`config.mk`:
```
export PLATFORM = sky130hd
export DESIGN_NAME = color_blob_geometric_features
export DESIGN_NICKNAME = d
export VERILOG_FILES = /design/src/sv/cbgf_pkg.sv /design/src/sv/cbgf_ram.sv /design/src/sv/cbgf_div.sv /design/src/sv/cbgf_accum.sv /design/src/sv/color_blob_geometric_features.sv
export SDC_FILE = /design/constraint.sdc
export NUM_CORES = 2
export LEC_CHECK = 0
export BUFFER_PORTS_ARGS = -buffer_cell sky130_fd_sc_hd__buf_2
export CAP_MARGIN = 20
export CORE_UTILIZATION = 58
export CTS_CLUSTER_SIZE = 14
export DETAILED_ROUTE_END_ITERATION = 7
export PLACE_DENSITY = 0.71
export SKIP_LAST_GASP = 1
export SYNTH_ARGS = -nofsm -noshare
export SYNTH_HDL_FRONTEND = slang
export SYNTH_HIERARCHICAL = 1
export SYNTH_SLANG_ARGS = --single-unit
export TNS_END_PERCENT = 5
```
`constraint.sdc`:
```
create_clock -name clk -period 22.5 [get_ports clk]
set_input_delay 2.25 -clock clk [delete_from_list [all_inputs] [get_ports clk]]
set_output_delay 2.25 -clock clk [all_outputs]
set_load 0.01 [all_outputs]
```
`src/sv/cbgf_pkg.sv`:
```
// ----------------------------------------------------------------------------
// cbgf_pkg: shared types and constants for the color blob feature block
// Frame statistics record and divider control types.
// ----------------------------------------------------------------------------
package cbgf_pkg;

  localparam int unsigned COLOR_W = 24;
  localparam int unsigned SIZE_W  = 11;
  localparam int unsigned CRD_W   = 10;
  localparam int unsigned AREA_W  = 21;
  localparam int unsigned PERIM_W = 20;
  localparam int unsigned SUM_W   = 30;
  localparam int unsigned CFG_IDX_W = 2;
  localparam int unsigned DIV_STEP_W = 5;

  localparam logic [CFG_IDX_W-1:0] REG_TARGET = 2'd0;
  localparam logic [CFG_IDX_W-1:0] REG_WIDTH  = 2'd1;
  localparam logic [CFG_IDX_W-1:0] REG_HEIGHT = 2'd2;

  localparam logic [CRD_W-1:0] BOX_MIN_INIT = '1;

  // Accumulated frame statistics handed to the divider sequencer.
  typedef struct packed {
    logic [AREA_W-1:0]  area;
    logic [PERIM_W-1:0] perim;
    logic [SUM_W-1:0]   col_sum;
    logic [SUM_W-1:0]   row_sum;
    logic [CRD_W-1:0]   min_row;
    logic [CRD_W-1:0]   max_row;
    logic [CRD_W-1:0]   min_col;
    logic [CRD_W-1:0]   max_col;
  } frame_stats_t;

  typedef enum logic [3:0] {
    ST_IDLE = 4'b0001,
    ST_DCOL = 4'b0010,
    ST_DROW = 4'b0100,
    ST_OUT  = 4'b1000
  } seq_state_t;

endpackage

```
`src/sv/cbgf_ram.sv`:
```
// ----------------------------------------------------------------------------
// cbgf_ram: generic simple dual-port RAM
// One write port and one read port, read data registered.
// ----------------------------------------------------------------------------
module cbgf_ram #(
  parameter int unsigned WIDTH = 1,
  parameter int unsigned DEPTH = 1024
) (
  input  logic                     clk,
  input  logic                     we,
  input  logic [$clog2(DEPTH)-1:0] waddr,
  input  logic [WIDTH-1:0]         wdata,
  input  logic [$clog2(DEPTH)-1:0] raddr,
  output logic [WIDTH-1:0]         rdata
);

  logic [WIDTH-1:0] mem [DEPTH];

  always_ff @(posedge clk) begin
    if (we) begin
      mem[waddr] <= wdata;
    end
    rdata <= mem[raddr];
  end

endmodule

```
`src/sv/cbgf_div.sv`:
```
// ----------------------------------------------------------------------------
// cbgf_div: restoring divider
// One quotient bit per cycle; quotient truncated to the coordinate width.
// ----------------------------------------------------------------------------
module cbgf_div (
  input  logic                        clk,
  input  logic                        rst_n,
  input  logic                        start,
  input  logic [cbgf_pkg::SUM_W-1:0]  dividend,
  input  logic [cbgf_pkg::AREA_W-1:0] divisor,
  output logic                        done,
  output logic [cbgf_pkg::CRD_W-1:0]  quotient
);

  localparam int unsigned SW = cbgf_pkg::SUM_W;
  localparam int unsigned RW = cbgf_pkg::AREA_W + 1;

  logic [SW-1:0]       q_r;
  logic [RW-1:0]       rem_r;
  logic [RW-1:0]       dvs_r;
  logic [cbgf_pkg::DIV_STEP_W-1:0] cnt_r;
  logic                busy_r;
  logic                done_r;
  logic [RW-1:0]       trial;
  logic [RW:0]         diff;

  assign trial = {rem_r[RW-2:0], q_r[SW-1]};
  assign diff  = {1'b0, trial} - {1'b0, dvs_r};

  always_ff @(posedge clk) begin
    if (!rst_n) begin
      busy_r <= 1'b0;
      done_r <= 1'b0;
      cnt_r  <= '0;
    end else begin
      done_r <= 1'b0;
      if (start) begin
        busy_r <= 1'b1;
        cnt_r  <= cbgf_pkg::DIV_STEP_W'(SW - 1);
      end else if (busy_r) begin
        if (cnt_r == '0) begin
          busy_r <= 1'b0;
          done_r <= 1'b1;
        end
        cnt_r <= cnt_r - 1'b1;
      end
    end
  end

  always_ff @(posedge clk) begin
    if (start) begin
      q_r   <= dividend;
      rem_r <= '0;
      dvs_r <= {1'b0, divisor};
    end else if (busy_r) begin
      if (!diff[RW]) begin
        rem_r <= diff[RW-1:0];
        q_r   <= {q_r[SW-2:0], 1'b1};
      end else begin
        rem_r <= trial;
        q_r   <= {q_r[SW-2:0], 1'b0};
      end
    end
  end

  assign done     = done_r;
  assign quotient = q_r[cbgf_pkg::CRD_W-1:0];

endmodule

```
`src/sv/cbgf_accum.sv`:
```
// ----------------------------------------------------------------------------
// cbgf_accum: per-pixel mask, window and frame accumulators
// Classifies each pixel, tracks raster position and updates statistics.
// ----------------------------------------------------------------------------
module cbgf_accum #(
  parameter int unsigned MAX_WIDTH  = 1024,
  parameter int unsigned MAX_HEIGHT = 1024
) (
  input  logic                         clk,
  input  logic                         rst_n,
  input  logic                         pix_valid,
  input  logic [cbgf_pkg::COLOR_W-1:0] pix,
  input  logic [cbgf_pkg::COLOR_W-1:0] target,
  input  logic [cbgf_pkg::SIZE_W-1:0]  fwidth,
  input  logic [cbgf_pkg::SIZE_W-1:0]  fheight,
  output logic                         frame_end,
  output cbgf_pkg::frame_stats_t       stats
);

  localparam int unsigned AW = $clog2(MAX_WIDTH);
  localparam int unsigned CW = (AW > $clog2(MAX_HEIGHT)) ? AW : $clog2(MAX_HEIGHT);
  localparam int unsigned DW = CW + 1;
  localparam int unsigned CRD = cbgf_pkg::CRD_W;

  logic [CW-1:0] col_r, row_r;
  logic [8:0]    win_r;
  logic [1:0]    lb_rd;
  logic [DW-1:0] w_cl, h_cl;
  logic          cur, last_col, last_row;
  logic [8:0]    win_nxt;
  cbgf_pkg::frame_stats_t st_r;
  logic [CRD-1:0] c10, r10;

  // line buffers: bit0 row r-1, bit1 row r-2 (registered read)
  cbgf_ram #(.WIDTH(2), .DEPTH(MAX_WIDTH)) u_lines (
    .clk   (clk),
    .we    (pix_valid),
    .waddr (col_r[AW-1:0]),
    .wdata ({lb_rd[0], cur}),
    .raddr (col_r[AW-1:0]),
    .rdata (lb_rd)
  );

  always_comb begin
    w_cl = (fwidth < 11'd3) ? DW'(3) :
           ({{(DW > 11 ? DW-11 : 0){1'b0}}, fwidth} > DW'(MAX_WIDTH)) ? DW'(MAX_WIDTH)
           : DW'(fwidth);
    h_cl = (fheight < 11'd3) ? DW'(3) :
           ({{(DW > 11 ? DW-11 : 0){1'b0}}, fheight} > DW'(MAX_HEIGHT)) ? DW'(MAX_HEIGHT)
           : DW'(fheight);
    cur      = (pix == target);
    last_col = ({1'b0, col_r} >= w_cl - 1'b1);
    last_row = ({1'b0, row_r} >= h_cl - 1'b1);
    win_nxt  = {win_r[5:0], lb_rd[1], lb_rd[0], cur};
    c10      = CRD'(col_r);
    r10      = CRD'(row_r);
  end

  always_ff @(posedge clk) begin
    if (!rst_n) begin
      col_r <= '0;
      row_r <= '0;
      win_r <= '0;
      st_r  <= '{default: '0, min_row: cbgf_pkg::BOX_MIN_INIT,
                 min_col: cbgf_pkg::BOX_MIN_INIT};
    end else if (pix_valid) begin
      if (last_col && last_row) begin
        // frame done: clear for next frame, stats leave via frame_end snapshot
        col_r <= '0;
        row_r <= '0;
        win_r <= '0;
        st_r  <= '{default: '0, min_row: cbgf_pkg::BOX_MIN_INIT,
                   min_col: cbgf_pkg::BOX_MIN_INIT};
      end else begin
        win_r <= win_nxt;
        st_r  <= stats;
        if (!last_col) begin
          col_r <= col_r + 1'b1;
        end else begin
          col_r <= '0;
          row_r <= row_r + 1'b1;
        end
      end
    end
  end

  // final statistics including the last pixel
  always_comb begin
    stats = st_r;
    if (row_r >= CW'(2) && col_r >= CW'(2) && win_nxt[4] && win_nxt != 9'h1FF) begin
      stats.perim = st_r.perim + 1'b1;
    end
    if (cur) begin
      stats.area    = st_r.area + 1'b1;
      stats.col_sum = st_r.col_sum + cbgf_pkg::SUM_W'(col_r);
      stats.row_sum = st_r.row_sum + cbgf_pkg::SUM_W'(row_r);
      if (r10 < st_r.min_row) stats.min_row = r10;
      if (r10 > st_r.max_row) stats.max_row = r10;
      if (c10 < st_r.min_col) stats.min_col = c10;
      if (c10 > st_r.max_col) stats.max_col = c10;
    end
  end

  assign frame_end = pix_valid && last_col && last_row;

  a_col_reset: assert property (@(posedge clk) disable iff (!rst_n)
    $past(frame_end) |-> (col_r == '0 && row_r == '0 && st_r.area == '0))
    else $error("counters not cleared after frame end");
  a_win_shift: assert property (@(posedge clk) disable iff (!rst_n)
    (pix_valid && !frame_end) |=> win_r[8:3] == $past(win_r[5:0]))
    else $error("window did not shift");
  a_area_grow: assert property (@(posedge clk) disable iff (!rst_n)
    (!pix_valid) |=> $stable(st_r.area))
    else $error("area moved without a pixel");

endmodule

```
`src/sv/color_blob_geometric_features.sv`:
```
// ----------------------------------------------------------------------------
// color_blob_geometric_features: area, perimeter, centroid and box of a blob
// Top level: handshakes, configuration registers, frame-end sequencer.
// ----------------------------------------------------------------------------
// Usage:
//   in_valid/in_ready carry one 24-bit pixel per transfer in raster order.
//   A pixel matching target_color is object. Per frame the block counts area,
//   perimeter pixels, column/row sums and bounding box.
//   Each pixel is first held while the line-buffer RAM is read, then used
//   for the update (the RAM's registered read port sets this), so a new
//   pixel is taken only once the last one is through. After the last pixel
//   of a frame the shared restoring divider runs twice (centroid column,
//   then row), and the result is offered on out_valid.
//   The input stays stalled until the result transfers; a stalled receiver
//   holds the whole block. Empty frames skip the divider.
//   cfg_valid/cfg_ready write register cfg_index (0 target, 1 width,
//   2 height); cfg_ready is always high. Reset (rst_n low, synchronous)
//   restores default registers and clears counters; line buffer content
//   is undefined until written.
// ----------------------------------------------------------------------------
module color_blob_geometric_features #(
  parameter int unsigned MAX_WIDTH  = 1024,
  parameter int unsigned MAX_HEIGHT = 1024
) (
  input  logic                           clk,
  input  logic                           rst_n,
  input  logic                           in_valid,
  output logic                           in_ready,
  input  logic [cbgf_pkg::COLOR_W-1:0]   in_pixel_color,
  output logic                           out_valid,
  input  logic                           out_ready,
  output logic [cbgf_pkg::AREA_W-1:0]    out_area,
  output logic [cbgf_pkg::PERIM_W-1:0]   out_perimeter_length,
  output logic [cbgf_pkg::CRD_W-1:0]     out_centroid_col,
  output logic [cbgf_pkg::CRD_W-1:0]     out_centroid_row,
  output logic [cbgf_pkg::CRD_W-1:0]     out_min_row,
  output logic [cbgf_pkg::CRD_W-1:0]     out_max_row,
  output logic [cbgf_pkg::CRD_W-1:0]     out_min_col,
  output logic [cbgf_pkg::CRD_W-1:0]     out_max_col,
  output logic                           out_object_empty,
  input  logic                           cfg_valid,
  output logic                           cfg_ready,
  input  logic [cbgf_pkg::CFG_IDX_W-1:0] cfg_index,
  input  logic [cbgf_pkg::COLOR_W-1:0]   cfg_data
);

  logic [cbgf_pkg::COLOR_W-1:0] target_r;
  logic [cbgf_pkg::SIZE_W-1:0]  width_r, height_r;
  logic [cbgf_pkg::COLOR_W-1:0] pix_r;
  logic                         pix_pend_r;
  logic                         frame_end;
  cbgf_pkg::frame_stats_t       stats, res_r;
  cbgf_pkg::seq_state_t         state_r, state_nxt;
  logic                         div_start, div_done;
  logic [cbgf_pkg::SUM_W-1:0]   div_num;
  logic [cbgf_pkg::CRD_W-1:0]   div_q, ccol_r, crow_r;

  assign cfg_ready = 1'b1;

  always_ff @(posedge clk) begin
    if (!rst_n) begin
      target_r <= '0;
      width_r  <= 11'd640;
      height_r <= 11'd480;
    end else if (cfg_valid) begin
      unique case (cfg_index)
        cbgf_pkg::REG_TARGET: target_r <= cfg_data;
        cbgf_pkg::REG_WIDTH:  width_r  <= cfg_data[cbgf_pkg::SIZE_W-1:0];
        cbgf_pkg::REG_HEIGHT: height_r <= cfg_data[cbgf_pkg::SIZE_W-1:0];
        default: ;
      endcase
    end
  end

  // hold the pixel while the line buffers are read
  assign in_ready = (state_r == cbgf_pkg::ST_IDLE) && !pix_pend_r;

  always_ff @(posedge clk) begin
    if (!rst_n) begin
      pix_pend_r <= 1'b0;
    end else begin
      pix_pend_r <= in_valid && in_ready;
    end
    if (in_valid && in_ready) pix_r <= in_pixel_color;
  end

  cbgf_accum #(.MAX_WIDTH(MAX_WIDTH), .MAX_HEIGHT(MAX_HEIGHT)) u_accum (
    .clk       (clk),
    .rst_n     (rst_n),
    .pix_valid (pix_pend_r),
    .pix       (pix_r),
    .target    (target_r),
    .fwidth    (width_r),
    .fheight   (height_r),
    .frame_end (frame_end),
    .stats     (stats)
  );

  assign div_num = (state_r == cbgf_pkg::ST_IDLE) ? stats.col_sum : res_r.row_sum;
  assign div_start = (frame_end && stats.area != '0) ||
                     (state_r == cbgf_pkg::ST_DCOL && div_done);

  cbgf_div u_div (
    .clk      (clk),
    .rst_n    (rst_n),
    .start    (div_start),
    .dividend (div_num),
    .divisor  ((state_r == cbgf_pkg::ST_IDLE) ? stats.area : res_r.area),
    .done     (div_done),
    .quotient (div_q)
  );

  always_comb begin
    state_nxt = state_r;
    unique case (state_r)
      cbgf_pkg::ST_IDLE: if (frame_end) begin
        state_nxt = (stats.area != '0) ? cbgf_pkg::ST_DCOL : cbgf_pkg::ST_OUT;
      end
      cbgf_pkg::ST_DCOL: if (div_done) state_nxt = cbgf_pkg::ST_DROW;
      cbgf_pkg::ST_DROW: if (div_done) state_nxt = cbgf_pkg::ST_OUT;
      cbgf_pkg::ST_OUT:  if (out_ready) state_nxt = cbgf_pkg::ST_IDLE;
      default:           state_nxt = cbgf_pkg::ST_IDLE;
    endcase
  end

  always_ff @(posedge clk) begin
    if (!rst_n) begin
      state_r <= cbgf_pkg::ST_IDLE;
    end else begin
      state_r <= state_nxt;
    end
    if (frame_end) begin
      res_r  <= stats;
      ccol_r <= '0;
      crow_r <= '0;
    end
    if (state_r == cbgf_pkg::ST_DCOL && div_done) ccol_r <= div_q;
    if (state_r == cbgf_pkg::ST_DROW && div_done) crow_r <= div_q;
  end

  assign out_valid            = (state_r == cbgf_pkg::ST_OUT);
  assign out_object_empty     = (res_r.area == '0);
  assign out_area             = res_r.area;
  assign out_perimeter_length = out_object_empty ? '0 : res_r.perim;
  assign out_centroid_col     = ccol_r;
  assign out_centroid_row     = crow_r;
  assign out_min_row          = out_object_empty ? '0 : res_r.min_row;
  assign out_max_row          = out_object_empty ? '0 : res_r.max_row;
  assign out_min_col          = out_object_empty ? '0 : res_r.min_col;
  assign out_max_col          = out_object_empty ? '0 : res_r.max_col;

  a_no_accept_busy: assert property (@(posedge clk) disable iff (!rst_n)
    (state_r != cbgf_pkg::ST_IDLE) |-> !in_ready)
    else $error("input accepted while sequencer busy");
  a_empty_skip: assert property (@(posedge clk) disable iff (!rst_n)
    (frame_end && stats.area == '0) |=> out_valid)
    else $error("empty frame did not go straight to output");
  a_div_state: assert property (@(posedge clk) disable iff (!rst_n)
    div_done |-> (state_r == cbgf_pkg::ST_DCOL || state_r == cbgf_pkg::ST_DROW))
    else $error("divider finished outside a divide state");

endmodule
```
; ---- After elaboration in Yosys (flattened, before gate mapping)
; Memories as Yosys holds them, arrays and structs flattened. A register that Yosys moved wholly into a read port is not among the register bits.
; Cells that the tools add are included.
[classes]
bitwise = 2
div = 0
n_reduce_logical = 28
n_addsub = 10
n_mul = 0
n_eq_ne = 12
shifts = 0
order_cmp = 12
mux = 45
[ops]
columns = cell, count
row1 = 10-bit 2-to-1 mux, 15
row2 = 141-bit 2-to-1 mux, 1
row3 = 100-bit 2-to-1 mux, 1
row4 = 30-bit 2-to-1 mux, 3
row5 = 21-bit 2-to-1 mux, 3
row6 = 30-bit by 10-bit adder with 30-bit output, 2
row7 = 11-bit 2-to-1 mux, 4
row8 = 20-bit 2-to-1 mux, 2
row9 = 24-bit equality test, 1
row10 = 22-bit by 21-bit subtractor with 23-bit output, 1
row11 = 10-bit by 11-bit >= comparator with 1-bit output, 2
row12 = "11-bit > comparator, second input constant", 2
row13 = "11-bit by 2-bit less-than comparator with 1-bit output, second input constant", 2
row14 = "11-bit by 1-bit subtractor with 11-bit output, second input constant", 2
row15 = "21-bit by 1-bit adder with 21-bit output, second input constant", 1
row16 = 21-bit zero test, 1
row17 = 21-bit nonzero test, 1
row18 = "10-bit by 1-bit adder with 10-bit output, second input constant", 2
row19 = "20-bit by 1-bit adder with 20-bit output, second input constant", 1
row20 = "10-bit by 2-bit >= comparator with 1-bit output, second input constant", 2
row21 = 10-bit > comparator, 2
row22 = 10-bit less-than comparator, 2
row23 = 4-bit 2-to-1 mux, 5
row24 = 4-bit case mux with 4 select lines, 1
row25 = other kinds (24), 50
[totals]
romBits = 0
n_memories = 1
ram_bits = 2048
in_bits = 55
regBits = 452
output_inout_bits = 105
elab_cells = 143
latchBits = 0
[memory_table]
columns = name, words, width, rd, rd_ports_with_merged_regs, wr, line_no
row1 = u_accum.u_lines.mem, 1024, 2, 1, 1, 1, cbgf_ram.sv:17  ; logic [WIDTH-1:0] mem [DEPTH];

; ---- Longest topological paths before layout
[logic_depth]
depth_word = 10
mapped_depth = 23
mapped_depth_nobuf = 21

; ---- Cells and area by module
; Netlist, hierarchy kept.
[modules_own_cells]
columns = mod, instances, area_each_um2, cells_per_inst, seq_area_each_um2
row1 = cbgf_ram, 1, 83757.8, 4793, 61539.0
row2 = cbgf_accum, 1, 12334.3, 1484, 3343.2
row3 = color_blob_geometric_features, 1, 8111.5, 690, 5675.4
row4 = cbgf_div, 1, 4398.0, 407, 2092.0

; ---- Least setup slack after synthesis
; Ideal clock, no wire load.
[synth_path]
kind = register -> register
from = reg u_accum.u_lines.rdata[0] (read register of u_accum.u_lines.mem)
to = mem u_accum.u_lines.mem[0][1], data pin
period_less_slack_ns = 15.582
arrival_time_ns = 12.763
setup_time_ns = 2.819
stages_incl_launch_ff = 1
slack_ns = 6.918
cell_sequence = dfxtp_1
[synth_lines]
columns = item, line_no
row1 = "start, declared", cbgf_ram.sv:14  ; output logic [WIDTH-1:0] rdata
row2 = "end, declared", cbgf_ram.sv:17
; Straight into the memory's write port.

; ---- Worst setup path after layout
[layout_path]
from = reg height_r[6] in the netlist's numbering
to = reg u_div.rem_r[14]
[layout_between]
elab_chain_len = 8
word_cells_on_any_way = 9
[layout_rtl]
columns = item, line_no
row1 = "start, declared", color_blob_geometric_features.sv:48  ; logic [cbgf_pkg::SIZE_W-1:0] width_r, height_r;
row2 = "start signal, assigned", color_blob_geometric_features.sv:69  ; cbgf_pkg::REG_HEIGHT: height_r <= cfg_data[cbgf_pkg::SIZE_W-1:0];
row3 = 11-bit > comparator, cbgf_accum.sv:49  ; ({{(DW > 11 ? DW-11 : 0){1'b0}}, fheight} > DW'(MAX_HEIGHT)) ? DW'(MAX_HEIGHT)
row4 = 11-bit 2-to-1 mux, cbgf_accum.sv:49
row5 = 11-bit 2-to-1 mux (*), cbgf_accum.sv:48  ; h_cl = (fheight < 11'd3) ? DW'(3) :
row6 = 11-bit by 1-bit subtractor with 11-bit output (*), cbgf_accum.sv:53  ; last_row = ({1'b0, row_r} >= h_cl - 1'b1);
row7 = 10-bit by 11-bit >= comparator with 1-bit output (*), cbgf_accum.sv:53
row8 = 1-bit logical AND (*), cbgf_accum.sv:104  ; assign frame_end = pix_valid && last_col && last_row;
row9 = net frame_end, color_blob_geometric_features.sv:51  ; logic frame_end;
row10 = 1-bit logical AND (*), color_blob_geometric_features.sv:100  ; assign div_start = (frame_end && stats.area != '0) ||
row11 = 1-bit logical OR (*), color_blob_geometric_features.sv:100
row12 = net div_start, color_blob_geometric_features.sv:54  ; logic div_start, div_done;
row13 = "end signal, assigned", cbgf_div.sv:57  ; rem_r <= diff[RW-1:0];
row14 = "end signal, assigned", cbgf_div.sv:60  ; rem_r <= trial;
row15 = "end, declared", cbgf_div.sv:19  ; logic [RW-1:0] rem_r;
; Mark *: on every way through the listed nets, which the timed path passes. The rest lies on a longest branch.
; A chain may end at the register's enable or synchronous reset.

==> results.md <==
* Post-CTS setup buffer count at 0
* Wire length per cell at 28.15 um
* Layout cells sized above 1 at 17.42%
* Critical path fanouts, max at 70
* Worst Setup EP: u_div/rem_r[14]
* Comb power frac at between 5 and 6%
* Endpoints failing setup at 0
* Synth area leaders: edfxtp_1 62%, mux4_2 9.3%, dfxtp_1 4.6%, nor2_1 4.0%, mux2i_1 2.2%
* Core ar. at 185600 sq um
* Post-Route Skew at 0.03226 ns
* Die width at between 400 and 500 um
* Initial antenna violation count at 15
* Worst setup EP type: flop
* Fin. Hold Viols at 0
* Sw Pwr at 2069 uW
* Clock latency on the worst-skew pair at 0.88 ns
* GPL Wtd Cong at ~0.84
* Synth-to-layout area growth at 10.04%
* Post-Syn Instances at around 7400
* Tightest Pin Transition at 1.293 ns
* Dominant synthesized flop cell: edfxtp_1
* Gr usage total at 29.59%
* CP startpoint kind: flop
* Crit share post-route at approximately 29%
* Pwr dens at slightly above 80 nW/um^2
* Detailed Route WL at 282700 um
* Cell taking the most area after synthesis: edfxtp_1
* Number of enable flip-flop cells after synthesis at 2254
* Commonest cells post-synth: 2254 x edfxtp_1, 1168 x nor2_1, 510 x nand2_1, 449 x mux4_2, 323 x clkbuf_1
* Max clock buf depth at 3
* Clock sinks at roughly 2500
* Setup crit start: height_r[6]
* Worst EP arrival at a little over 7 ns
* Post-Syn Nets at 7541
* DRC at 0
* Number of vias in the routed layout at 65752
* CTS Hold Bufs at 0
* Part of the power in registers at between 50% and 60%
* R2R setup slack at about 16 ns
* Vias per cell at 6.547
* CTS H-Tree Depth at 4
* RR Startpoint: height_r[6]
* Io pins at between 150 and 200
* 1st-pass router iterations at 6
* Die area at roughly 190000 sq um
* Synth async-reset ratio at 0%
* Worst reg2reg path depth at 20
* CTS tree: built
* Count of state elements after synthesis at ~2500
* Slew Limit Fails at 0
* Setup TNS at 0 ns
* Nets@finish at 7527
* Dpl cell area at roughly 110000 sq um
* Dpl hpwl at 161600 um
* Int Pwr at between 7000 and 8000 uW
* Height of the chip at 434.7 um
* Dpl ws at 16.15 ns
* Vias in the first global route at 63754
* Clock power share at 41.8%
* Max transition margin at 13.80%
* Final worst setup slack at 16.02 ns
* Row cnt at 158
* First-pass GRT wire length at 415500 um
* Maximum VDD drop at 0.07975 mV
* CTS resizes at 0
* Count of cell types in the netlist at 109
* IO buf count at between 150 and 200
* Top-count cell post-synth: edfxtp_1
* ANT nets after route at 0
* Max Clock Freq at 154.3 MHz
* Congestion Overflow GR at 0
* Post-Route Utilization at ~64%
* Unrepaired setup endpoints after global routing: no
* Ys Warns at 6
* CTS Buf Count at 240
* Sequential cell area fraction in the yosys report at about 67%
* Min-delay worst type: reg -> reg
* Initial Utilization at 58.50%
* Clock slew at reported path FFs at 0.06 ns
* 1st-iter DRT viols at 9325
* Clock Tree Root: clkbuf_16
* CP required at roughly 23 ns
* Status: complete, no violations
* Sw Ratio at 21.45%
* Reg2reg end: u_div/rem_r[14]
* Largest net degree at the start of global routing at between 200 and 250
* Worst Path Class, Setup: reg -> reg
* Lkg Pwr at 0.03837 uW
* Mapped Avg Cell Area at 14.73 sq um
* Number of max-cap violations at 0
* Finished Cell Area at between 100000 and 150000 sq um
* Post-synth top area share at around 62%
* Post-Syn Area at 108600 sq um
* Minimum clock period at 6.481 ns
==> metrics by stage <==
step                hold WS [ns]  power [uW]  cells
global route              0.4697        9895  10041
detailed placement        0.4343        5703   9586
floorplan                 0.4123        5657   7374
finish                    0.4481        9646  10043
global placement          0.4272        5696   9577
CTS                       0.4425        9687  10029
==> cell type report <==
cell class              instances  area [sq um]
inverters                     107         422.9
flip-flops and latches       2502         72680
well taps                    2480          3103
clock buffers                 300          6344
fillers                     12966         66120
multi-input cells            4199         33040
diodes                          2         5.005
clock inverters               143          1524
repair buffers                310          2387
==> state kept, by name, summed over array words and instances, names as in the netlist, 6 cells and up <==
register,count
u_accum/u_lines/mem,2048
u_accum/st_r,141
res_r,90
u_div/q_r,30
pix_r,24
target_r,24
out_area,21
u_div/dvs_r,21
u_div/rem_r,21
height_r,11
width_r,11
out_centroid_col,10
out_centroid_row,10
u_accum/c10,10
u_accum/r10,10
u_accum/win_r,6
==> how the worst min path moves through the flow <==
stage	startpoint	end	slack, ns	cells after the start
6_report	u_accum/st_r[97]	u_accum/st_r[97]	0.45	1
5_1_grt	u_accum/st_r[97]	u_accum/st_r[97]	0.47	1
4_1_cts	u_accum/st_r[97]	u_accum/st_r[97]	0.44	1
3_5_place_dp	u_accum/st_r[97]	u_accum/st_r[97]	0.43	1
3_3_place_gp	u_accum/st_r[97]	u_accum/st_r[97]	0.43	1
2_1_floorplan	u_accum/st_r[97]	u_accum/st_r[97]	0.41	1
==> cells in the final DEF, fill, tap and decap left out, types with 43 or more instances in the layout <==
cell	instances
edfxtp_1	2254
nor2_1	1164
nand2_1	504
mux4_2	449
clkbuf_16	242
dfxtp_1	239
mux2i_1	237
a21oi_1	168
buf_2	158
buf_4	124
o21ai_0	112
ha_1	109
inv_1	101
nand3_1	92
mux2_2	91
o221ai_1	88
nor2b_1	84
xor2_1	84
nor3_1	81
xnor2_1	73
nand4_1	54
o22ai_1	53
clkbuf_1	51
and3_1	48
clkinv_2	48
a22oi_1	47
clkinv_1	46
a21boi_0	44
a22o_1	44
and2_1	43
==> power groups by stage <==
stage | clock network, uW | logic (uW) | registers, uW
floorplan | 0 | 366 | 5290
global placement | 0 | 493 | 5200
detailed placement | 0 | 499 | 5200
CTS | 4080 | 501 | 5100
global route | 4250 | 542 | 5100
finish | 4040 | 505 | 5100
==> cells by family (layout without fill, tap and decap cells) <==
group | after synthesis | in the layout | share of synthesized area, %
compound gates | 840 | 840 | 5.486
xor+xnor | 157 | 157 | 1.266
fa+ha+maj | 112 | 112 | 1.311
buf+inv | 673 | 860 | 3.067
flops | 2502 | 2502 | 66.90
mux | 779 | 779 | 12.46
other cells | 1 | 3 | 0.003453
simple gates | 2310 | 2310 | 9.511
==> per-layer routing <==
layer / vias up / track usage, % / share of wire [%]
li1: 28098 / - / -
met1: 33499 / 43.11 / 39
met2: 3682 / 44.86 / 46
met3: 469 / 6.661 / 12
met4: 4 / 8.891 / 2.9
met5: - / 0 / 0.0081
==> worst max-delay path, cell delays in order (launching register included) <==
cell and delay (ns):
dfxtp_1 0.36, or4_4 0.57, nor4b_4 0.31, o21ai_0 0.17
ha_1 0.27, o21a_1 0.19, nand3_1 0.10, o21ai_0 0.08
a21o_1 0.19, ha_1 0.29, nand3_1 0.11, nor4_1 0.46
o21a_1 0.44, nand4_1 0.39, inv_4 0.57, o21ai_0 0.23
nand2b_2 0.12, buf_4 0.68, nor2b_1 0.32, a32oi_1 0.29
o31ai_1 0.11
Note: power is estimated with default switching activity, not from simulation.
